===== config.mk =====
export PLATFORM = sky130hd
export DESIGN_NAME = bulk_string_frame_parser_unit
export DESIGN_NICKNAME = d
export VERILOG_FILES = /design/src/rtl/core/bsfp_pkg.sv /design/src/rtl/core/bulk_string_frame_parser_unit.sv
export SDC_FILE = /design/constraint.sdc
export NUM_CORES = 1
export LEC_CHECK = 0
export BUFFER_PORTS_ARGS = -buffer_cell sky130_fd_sc_hd__buf_2
export CAP_MARGIN = 20
export CORE_MARGIN = 1.5
export CORE_UTILIZATION = 55
export DETAILED_ROUTE_END_ITERATION = 10
export PLACE_DENSITY = 0.76
export SLEW_MARGIN = 15
export SYNTH_ARGS = -nofsm -noshare
export SYNTH_HDL_FRONTEND = slang
export SYNTH_SLANG_ARGS = --single-unit

===== constraint.sdc =====
create_clock -name i_clk -period 5.5 [get_ports i_clk]
set_input_delay 0.55 -clock i_clk [delete_from_list [all_inputs] [get_ports i_clk]]
set_output_delay 0.55 -clock i_clk [all_outputs]
set_load 0.005 [all_outputs]

===== src/rtl/core/bsfp_pkg.sv =====
// Shared types and constants of the bulk string frame parser.
package bsfp_pkg;

    // Length counter width default and reset value of the length limit
    localparam int LEN_WIDTH_DEF = 16;
    localparam int CFG_WIDTH     = 16;
    localparam logic [CFG_WIDTH-1:0] MAX_LEN_RESET = 16'hFFFF;

    // Framing characters
    localparam logic [7:0] CH_HASH   = 8'h23;
    localparam logic [7:0] CH_DOLLAR = 8'h24;
    localparam logic [7:0] CH_ZERO   = 8'h30;
    localparam logic [7:0] CH_TWO    = 8'h32;
    localparam logic [7:0] CH_THREE  = 8'h33;
    localparam logic [7:0] CH_NINE   = 8'h39;

    // Line-end and trailer byte counts
    localparam logic [1:0] SKIP_PAIR = 2'd2;
    localparam logic [1:0] SKIP_ONE  = 2'd1;

    typedef enum logic [3:0] {
        PH_WAIT_HASH,
        PH_COUNT,
        PH_HDR_LE,
        PH_DOLLAR,
        PH_LEN_FIRST,
        PH_LEN_MORE,
        PH_LEN_LE,
        PH_PAYLOAD,
        PH_TRAIL
    } t_phase;

    typedef enum logic [2:0] {
        ERR_NONE      = 3'd0,
        ERR_NO_HASH   = 3'd1,
        ERR_COUNT     = 3'd2,
        ERR_NO_DOLLAR = 3'd3,
        ERR_LENGTH    = 3'd4
    } t_err;

    typedef struct packed {
        logic [7:0] payload_byte;
        logic       payload_valid;
        logic [1:0] field_index;
        logic       field_last;
        logic       field_empty;
        logic       message_done;
        t_err       error_code;
    } t_result;

endpackage


===== src/rtl/core/bulk_string_frame_parser_unit.sv =====
// Top level of the bulk string frame parser: byte-wide request framing decoder.

// Parses '#' <count> CR LF, then per element '$' <length> CR LF <payload> CR LF,
// one byte per transaction. Each payload byte leaves on the master side with
// tlast on the last byte of its field; tuser tells the field (0 command, 1 key,
// 2 value), flags empty fields, end of message and faults. A fault restarts the
// search for '#'. Throughput is one byte per clock: the phase decoder and the
// length accumulate/compare sit between the parse state registers and a
// two-deep result stage (output register plus skid register), so the slave side
// only stalls once both result registers are full. Every result is registered.
// The length limit is to be written through i_cfg_wr_en / i_cfg_wr_data only
// while the block is idle: a rule for the user, not enforced by the block.
module bulk_string_frame_parser_unit #(
    parameter int LEN_WIDTH = bsfp_pkg::LEN_WIDTH_DEF
) (
    input  logic                           i_clk,
    input  logic                           i_rst_n,
    // configuration: length limit
    input  logic                           i_cfg_wr_en,
    input  logic [bsfp_pkg::CFG_WIDTH-1:0] i_cfg_wr_data,
    // slave side
    input  logic                           i_s_tvalid,
    output logic                           o_s_tready,
    input  logic [7:0]                     i_s_tdata,   // [7:0] data_byte
    // master side
    output logic                           o_m_tvalid,
    input  logic                           i_m_tready,
    output logic [7:0]                     o_m_tdata,   // [7:0] payload_byte
    output logic [7:0]                     o_m_tuser,   // [0] payload_valid,
                                                        // [2:1] field_index,
                                                        // [3] field_empty,
                                                        // [4] message_done,
                                                        // [7:5] error_code
    output logic                           o_m_tlast    // field_last
);

    localparam int CW = (LEN_WIDTH > bsfp_pkg::CFG_WIDTH) ? LEN_WIDTH : bsfp_pkg::CFG_WIDTH;
    localparam int VW = LEN_WIDTH + 4;

    // ---- parse state ----
    bsfp_pkg::t_phase              r_phase, n_phase;
    logic [1:0]                    r_elem_total, n_elem_total;
    logic [1:0]                    r_elem_num, n_elem_num;
    logic [LEN_WIDTH-1:0]          r_len_acc, n_len_acc;
    logic [LEN_WIDTH-1:0]          r_bytes_rem, n_bytes_rem;
    logic [1:0]                    r_skip, n_skip;
    logic [bsfp_pkg::CFG_WIDTH-1:0] r_max_len;

    // ---- result stage ----
    logic                 r_out_valid, r_skid_valid;
    bsfp_pkg::t_result    r_out, r_skid;
    bsfp_pkg::t_result    res;
    logic                 res_valid;

    logic                 accept;
    logic                 is_digit;
    logic [1:0]           skip_dec;
    logic [CW-1:0]        max_ext, mask_ext;
    logic [LEN_WIDTH-1:0] limit;
    logic [VW-1:0]        len_next;
    logic                 too_long;

    assign accept     = i_s_tvalid && o_s_tready;
    assign o_s_tready = !r_skid_valid;

    // Length limit clipped to the counter range
    assign max_ext  = CW'(r_max_len);
    assign mask_ext = CW'({LEN_WIDTH{1'b1}});
    assign limit    = (max_ext < mask_ext) ? max_ext[LEN_WIDTH-1:0] : {LEN_WIDTH{1'b1}};

    // acc * 10 + digit, kept wide enough not to wrap
    assign len_next = VW'({r_len_acc, 3'b000}) + VW'({r_len_acc, 1'b0})
                    + VW'(i_s_tdata[3:0] - bsfp_pkg::CH_ZERO[3:0]);
    assign too_long = len_next > VW'(limit);
    assign skip_dec = r_skip - 2'd1;

    always_comb begin
        is_digit = i_s_tdata inside {[bsfp_pkg::CH_ZERO:bsfp_pkg::CH_NINE]};
    end

    // ---- next state ----
    always_comb begin
        n_phase      = r_phase;
        n_elem_total = r_elem_total;
        n_elem_num   = r_elem_num;
        n_len_acc    = r_len_acc;
        n_bytes_rem  = r_bytes_rem;
        n_skip       = r_skip;
        case (r_phase)
            bsfp_pkg::PH_WAIT_HASH: begin
                if (i_s_tdata == bsfp_pkg::CH_HASH) begin
                    n_phase    = bsfp_pkg::PH_COUNT;
                    n_elem_num = 2'd0;
                end
            end
            bsfp_pkg::PH_COUNT: begin
                if (i_s_tdata inside {bsfp_pkg::CH_TWO, bsfp_pkg::CH_THREE}) begin
                    n_elem_total = i_s_tdata[1:0] ^ bsfp_pkg::CH_ZERO[1:0];
                    n_elem_num   = 2'd0;
                    n_skip       = bsfp_pkg::SKIP_PAIR;
                    n_phase      = bsfp_pkg::PH_HDR_LE;
                end else begin
                    n_phase = bsfp_pkg::PH_WAIT_HASH;
                end
            end
            bsfp_pkg::PH_HDR_LE: begin
                n_skip = skip_dec;
                if (skip_dec == 2'd0) n_phase = bsfp_pkg::PH_DOLLAR;
            end
            bsfp_pkg::PH_DOLLAR: begin
                if (i_s_tdata == bsfp_pkg::CH_DOLLAR) begin
                    n_len_acc = '0;
                    n_phase   = bsfp_pkg::PH_LEN_FIRST;
                end else begin
                    n_phase = bsfp_pkg::PH_WAIT_HASH;
                end
            end
            bsfp_pkg::PH_LEN_FIRST, bsfp_pkg::PH_LEN_MORE: begin
                if (is_digit) begin
                    if (too_long) begin
                        n_phase = bsfp_pkg::PH_WAIT_HASH;
                    end else begin
                        n_len_acc = len_next[LEN_WIDTH-1:0];
                        n_phase   = bsfp_pkg::PH_LEN_MORE;
                    end
                end else if (r_phase == bsfp_pkg::PH_LEN_FIRST) begin
                    n_phase = bsfp_pkg::PH_WAIT_HASH;
                end else begin
                    // terminator is the first line-end byte
                    n_bytes_rem = r_len_acc;
                    n_skip      = bsfp_pkg::SKIP_ONE;
                    n_phase     = bsfp_pkg::PH_LEN_LE;
                end
            end
            bsfp_pkg::PH_LEN_LE: begin
                n_skip = skip_dec;
                if (skip_dec == 2'd0) begin
                    if (r_bytes_rem == '0) begin
                        n_skip  = bsfp_pkg::SKIP_PAIR;
                        n_phase = bsfp_pkg::PH_TRAIL;
                    end else begin
                        n_phase = bsfp_pkg::PH_PAYLOAD;
                    end
                end
            end
            bsfp_pkg::PH_PAYLOAD: begin
                if (r_bytes_rem <= LEN_WIDTH'(1)) begin
                    n_bytes_rem = '0;
                    n_skip      = bsfp_pkg::SKIP_PAIR;
                    n_phase     = bsfp_pkg::PH_TRAIL;
                end else begin
                    n_bytes_rem = r_bytes_rem - LEN_WIDTH'(1);
                end
            end
            bsfp_pkg::PH_TRAIL: begin
                n_skip = skip_dec;
                if (skip_dec == 2'd0) begin
                    n_elem_num = r_elem_num + 2'd1;
                    if ((r_elem_num + 2'd1) >= r_elem_total) n_phase = bsfp_pkg::PH_WAIT_HASH;
                    else n_phase = bsfp_pkg::PH_DOLLAR;
                end
            end
            default: n_phase = bsfp_pkg::PH_WAIT_HASH;
        endcase
    end

    // ---- result decode ----
    always_comb begin
        res = '0;
        case (r_phase)
            bsfp_pkg::PH_WAIT_HASH: begin
                if (i_s_tdata != bsfp_pkg::CH_HASH) res.error_code = bsfp_pkg::ERR_NO_HASH;
            end
            bsfp_pkg::PH_COUNT: begin
                if (!(i_s_tdata inside {bsfp_pkg::CH_TWO, bsfp_pkg::CH_THREE}))
                    res.error_code = bsfp_pkg::ERR_COUNT;
            end
            bsfp_pkg::PH_DOLLAR: begin
                if (i_s_tdata != bsfp_pkg::CH_DOLLAR) res.error_code = bsfp_pkg::ERR_NO_DOLLAR;
            end
            bsfp_pkg::PH_LEN_FIRST, bsfp_pkg::PH_LEN_MORE: begin
                // over-limit digit, or no digit at all
                if ((is_digit && too_long) || (!is_digit && r_phase == bsfp_pkg::PH_LEN_FIRST))
                    res.error_code = bsfp_pkg::ERR_LENGTH;
            end
            bsfp_pkg::PH_LEN_LE: begin
                if (skip_dec == 2'd0 && r_bytes_rem == '0) begin
                    res.field_index = r_elem_num;
                    res.field_empty = 1'b1;
                end
            end
            bsfp_pkg::PH_PAYLOAD: begin
                res.payload_byte  = i_s_tdata;
                res.payload_valid = 1'b1;
                res.field_index   = r_elem_num;
                res.field_last    = r_bytes_rem <= LEN_WIDTH'(1);
            end
            bsfp_pkg::PH_TRAIL: begin
                if (skip_dec == 2'd0 && (r_elem_num + 2'd1) >= r_elem_total)
                    res.message_done = 1'b1;
            end
            default: res = '0;
        endcase
        res_valid = res.payload_valid || res.field_empty || res.message_done
                 || (res.error_code != bsfp_pkg::ERR_NONE);
    end

    // ---- state registers ----
    always_ff @(posedge i_clk) begin
        if (!i_rst_n) begin
            r_phase      <= bsfp_pkg::PH_WAIT_HASH;
            r_elem_total <= '0;
            r_elem_num   <= '0;
            r_len_acc    <= '0;
            r_bytes_rem  <= '0;
            r_skip       <= '0;
        end else if (accept) begin
            r_phase      <= n_phase;
            r_elem_total <= n_elem_total;
            r_elem_num   <= n_elem_num;
            r_len_acc    <= n_len_acc;
            r_bytes_rem  <= n_bytes_rem;
            r_skip       <= n_skip;
        end
    end

    always_ff @(posedge i_clk) begin
        if (!i_rst_n) begin
            r_max_len <= bsfp_pkg::MAX_LEN_RESET;
        end else if (i_cfg_wr_en) begin
            r_max_len <= i_cfg_wr_data;
        end
    end

    // ---- output register and skid ----
    always_ff @(posedge i_clk) begin
        if (!i_rst_n) begin
            r_out_valid  <= 1'b0;
            r_skid_valid <= 1'b0;
        end else if (r_out_valid && !i_m_tready) begin
            // output stalled: a new result parks in the skid register
            if (accept && res_valid) r_skid_valid <= 1'b1;
        end else if (r_skid_valid) begin
            r_out_valid  <= 1'b1;
            r_skid_valid <= 1'b0;
        end else begin
            r_out_valid <= accept && res_valid;
        end
    end

    always_ff @(posedge i_clk) begin
        if (r_out_valid && !i_m_tready) begin
            if (accept && res_valid) r_skid <= res;
        end else if (r_skid_valid) begin
            r_out <= r_skid;
        end else begin
            r_out <= res;
        end
    end

    assign o_m_tvalid = r_out_valid;
    assign o_m_tdata  = r_out.payload_byte;
    assign o_m_tlast  = r_out.field_last;
    assign o_m_tuser  = {r_out.error_code, r_out.message_done, r_out.field_empty,
                         r_out.field_index, r_out.payload_valid};

endmodule


==> impl_metrics.sql <==
INSERT INTO impl_metrics (metric_group, metric, value, unit) VALUES
('sta', 'period_share', '91.7', '%'),
('synth', 'synthArstFlopShare', '0', '%'),
('clocking', 'clk_root_buffer_cell', 'sky130_fd_sc_hd__clkbuf_8', ''),
('synth', 'ys_seq_area_share', '37.6', '%'),
('sta', 'finalCriticalPeriod', '5050', 'ps'),
('place', 'place_congestion', '0.883', ''),
('synth', 'yosys-top-cells-area', 'sky130_fd_sc_hd__dfxtp_1 (20%), sky130_fd_sc_hd__edfxtp_1 (17%), sky130_fd_sc_hd__ha_1 (11%)', ''),
('routing', 'detail_route.iter0.violations', '371', ''),
('layout', 'area_growth_syn_to_fin', '8.48', '%'),
('synth', 'yosysTopAreaCell', 'sky130_fd_sc_hd__dfxtp_1', ''),
('setup_path', 'worstReg2RegStart', 'r_len_acc[0]', ''),
('die', 'ioPinCount', '48', ''),
('clocking', 'h_tree_lvls', '3', ''),
('clocking', 'cts.repair_timing.setup_buffer_count', '0', ''),
('synth', 'synth_area_per_cell', '9.19', 'µm²'),
('layout', 'finish.utilization', '61.9', '%'),
('place', 'count_of_input_and_output_buffers', '47', ''),
('pwr', 'vdd.ir_drop.worst', '0.000143', 'V'),
('routing', 'antenna_left', '0', ''),
('pwr', 'p_switching', '0.422', 'mW'),
('die', 'core-area', '10400', 'µm²'),
('synth', 'synth-edff-count', '34', ''),
('outcome', 'run_status', 'finished, final reports clean', ''),
('layout', 'nNetsFinal', '755', ''),
('global_routing', 'number_of_antenna_violations_at_the_first_check_in_global_routing', '0', ''),
('clocking', 'cts_tree', 'yes', ''),
('setup_path', 'critical_path_peak_fanout', '12', ''),
('clocking', 'max-clock-path-buffers', '2', ''),
('sta', 'setup_viol', '0', ''),
('sta', 'timing.fmax', '198', 'MHz'),
('global_routing', 'groute.usage.overall', '24.5', '%'),
('synth', 'syn_inst', '644', ''),
('pwr', 'cellInternalPower', '1.19', 'mW'),
('setup_path', 'reg2reg_depth', '20', ''),
('sta', 'finalHoldViolCount', '0', ''),
('sta', 'normalized_max_slew_margin', '37.4', '%'),
('synth', 'ys.flop_type', 'sky130_fd_sc_hd__dfxtp_1', ''),
('die', 'die_h', '107', 'µm'),
('place', 'dp_hpwl', '10100', 'µm'),
('global_routing', 'first_global_vias', '4605', ''),
('pwr', 'power_frac_comb', '15.3', '%'),
('place', 'dp_slack', '204', 'ps'),
('synth', 'yosysWarningCount', '0', ''),
('pwr', 'seq_power_share', '51.6', '%'),
('worst_hold_path', 'worstHoldEndpoint', 'max_ext[8]', ''),
('pwr', 'power-per-cell-area', '252', 'nW/µm²'),
('global_routing', 'grt_remaining_overflow', '0', ''),
('clocking', 'ctsResizeCount', '0', ''),
('routing', 'detail_route.first_pass.iterations', '5', ''),
('die', 'initial_utilization', '57.0', '%'),
('pwr', 'clock_power_share', '33.0', '%'),
('routing', 'route.detailed.vias_per_inst', '6.18', ''),
('setup_path', 'reg2reg_to', 'r_skid[14]', ''),
('setup_path', 'regToRegSetupSlack', '450', 'ps'),
('clocking', 'cts_made_buffers', '9', ''),
('layout', 'fillers', '862', ''),
('routing', 'via_count', '5026', ''),
('synth', 'netlist_area', '5920', 'µm²'),
('routing', 'route.detailed.drc', '0', ''),
('setup_path', 'timing.critical_path.to_type', 'flip-flop', ''),
('clocking', 'clock_sinks', '94', ''),
('worst_hold_path', 'whs_path_depth', '3', ''),
('routing', 'total_wire_length_after_detailed_routing', '13600', 'µm'),
('die', 'fp-row-count', '37', ''),
('die', 'die-width', '107', 'µm'),
('synth', 'synthesis.nets', '727', ''),
('global_routing', 'largest_net_degree_at_the_start_of_global_routing', '50', ''),
('die', 'die_outline_area', '11400', 'µm²'),
('setup_path', 'critPathKind', 'flip-flop to flip-flop', ''),
('layout', 'post_route_cells_drive_above_1_share', '12.7', '%'),
('synth', 'yosys.cell_count.top_type', 'sky130_fd_sc_hd__nand2_1', '');
## through the flow
stage	std cells	cell area [µm²]	hold slack (ps)
floorplan	644	5920	438
global placement	797	6180	451
detailed placement	797	6180	464
CTS	813	6420	405
global route	813	6420	418
finish	813	6420	407
## how the worst max path moves through the flow
stage,slack [ps],to,start
floorplan,90,r_skid[0],i_s_tdata[3]
CTS,450,r_skid[2],r_len_acc[0]
detailed placement,200,r_skid[16],i_s_tdata[3]
finish,450,r_skid[14],r_len_acc[0]
global route,110,r_skid[2],r_len_acc[0]
global placement,350,r_skid[15],i_s_tdata[3]
## placed cells by master, fill, tap and decap left out, types with 4 or more instances in the layout
cell | Yosys | routed
sky130_fd_sc_hd__a21boi_0 | 9 | 9
sky130_fd_sc_hd__a21o_1 | 8 | 8
sky130_fd_sc_hd__a21oi_1 | 33 | 33
sky130_fd_sc_hd__a22o_1 | 17 | 17
sky130_fd_sc_hd__and2_1 | 13 | 13
sky130_fd_sc_hd__and3_1 | 9 | 9
sky130_fd_sc_hd__buf_2 | 4 | 47
sky130_fd_sc_hd__buf_4 | 0 | 5
sky130_fd_sc_hd__clkbuf_8 | 0 | 10
sky130_fd_sc_hd__dfxtp_1 | 60 | 60
sky130_fd_sc_hd__edfxtp_1 | 34 | 34
sky130_fd_sc_hd__ha_1 | 52 | 52
sky130_fd_sc_hd__inv_1 | 41 | 41
sky130_fd_sc_hd__mux2_2 | 11 | 11
sky130_fd_sc_hd__mux2i_1 | 4 | 4
sky130_fd_sc_hd__nand2_1 | 63 | 63
sky130_fd_sc_hd__nand2b_1 | 4 | 4
sky130_fd_sc_hd__nand3_1 | 13 | 13
sky130_fd_sc_hd__nand4_1 | 9 | 9
sky130_fd_sc_hd__nor2_1 | 26 | 26
sky130_fd_sc_hd__nor2b_1 | 18 | 18
sky130_fd_sc_hd__nor3_1 | 16 | 16
sky130_fd_sc_hd__nor4_1 | 7 | 7
sky130_fd_sc_hd__nor4b_1 | 5 | 5
sky130_fd_sc_hd__o211a_1 | 6 | 6
sky130_fd_sc_hd__o211ai_1 | 21 | 21
sky130_fd_sc_hd__o21a_1 | 6 | 6
sky130_fd_sc_hd__o21ai_0 | 34 | 34
sky130_fd_sc_hd__o21bai_1 | 4 | 4
sky130_fd_sc_hd__o221ai_1 | 4 | 4
sky130_fd_sc_hd__o31ai_1 | 8 | 8
sky130_fd_sc_hd__or3_1 | 4 | 4
sky130_fd_sc_hd__xnor2_1 | 10 | 10
sky130_fd_sc_hd__xor2_1 | 6 | 6
## power groups by stage
stage	combinational, mW	sequential [mW]	clock, mW
2_1_floorplan	0.165	0.838	0
3_3_place_gp	0.238	0.846	0
3_5_place_dp	0.246	0.850	0
4_1_cts	0.248	0.834	0.536
5_1_grt	0.278	0.842	0.563
6_report	0.247	0.834	0.533
## registers in the layout, summed over array words and instances, names as in the netlist, 4 cells and up
| signal | flops |
|---|---|
| o_m_tuser | 8 |
| r_phase | 4 |
| r_skid | 17 |
| max_ext | 16 |
| r_bytes_rem | 16 |
| o_m_tdata | 8 |
| r_len_acc | 16 |
## layout make-up
class | instances | area, µm² | share of cell area (%)
sequential | 94 | 2220 | 34.6
timing repair buffer | 52 | 273 | 4.25
tap | 136 | 170 | 2.65
clock buffer | 13 | 170 | 2.65
multi-input combinational | 473 | 3360 | 52.4
inverter | 42 | 158 | 2.46
clock inverter | 3 | 63.8 | 0.994
## layer usage
metal  vias up  part of all wire, %  wire length [µm]  track usage [%]
li1       2438                    -                 -                -
met3        31                  5.8               794             2.98
met2       204                   47              6400             41.2
met5         -                    0                 0                0
met4         0                  2.5               343             8.86
met1      2353                   45              6070             32.3
## worst max-delay path: stages, from the launching register on
cell,delay (ps)
sky130_fd_sc_hd__dfxtp_1,370
sky130_fd_sc_hd__inv_1,120
sky130_fd_sc_hd__fa_1,390
sky130_fd_sc_hd__inv_1,70
sky130_fd_sc_hd__ha_1,260
sky130_fd_sc_hd__nor2b_1,160
sky130_fd_sc_hd__o31a_1,280
sky130_fd_sc_hd__or2_2,310
sky130_fd_sc_hd__a211o_1,300
sky130_fd_sc_hd__a21o_1,190
sky130_fd_sc_hd__a21oi_1,210
sky130_fd_sc_hd__xnor2_1,180
sky130_fd_sc_hd__ha_1,280
sky130_fd_sc_hd__nand4_1,120
sky130_fd_sc_hd__nor4_1,60
sky130_fd_sc_hd__a21oi_1,110
sky130_fd_sc_hd__a21boi_0,460
sky130_fd_sc_hd__nor3_1,120
sky130_fd_sc_hd__a211o_1,310
sky130_fd_sc_hd__a21oi_1,210
sky130_fd_sc_hd__buf_4,230
## logic make-up after synthesis
group,Yosys count,share of synthesized area [%]
adders and majority gates,54,11.7
and+or+nand+nor,199,17.5
DFF,94,37.6
AOI/OAI and AO/OA,189,22.5
buffers and inverters,77,5.63
muxes,15,2.77
xor gates and xnor gates,16,2.37
No activity file was read; power rests on OpenSTA's default activity.
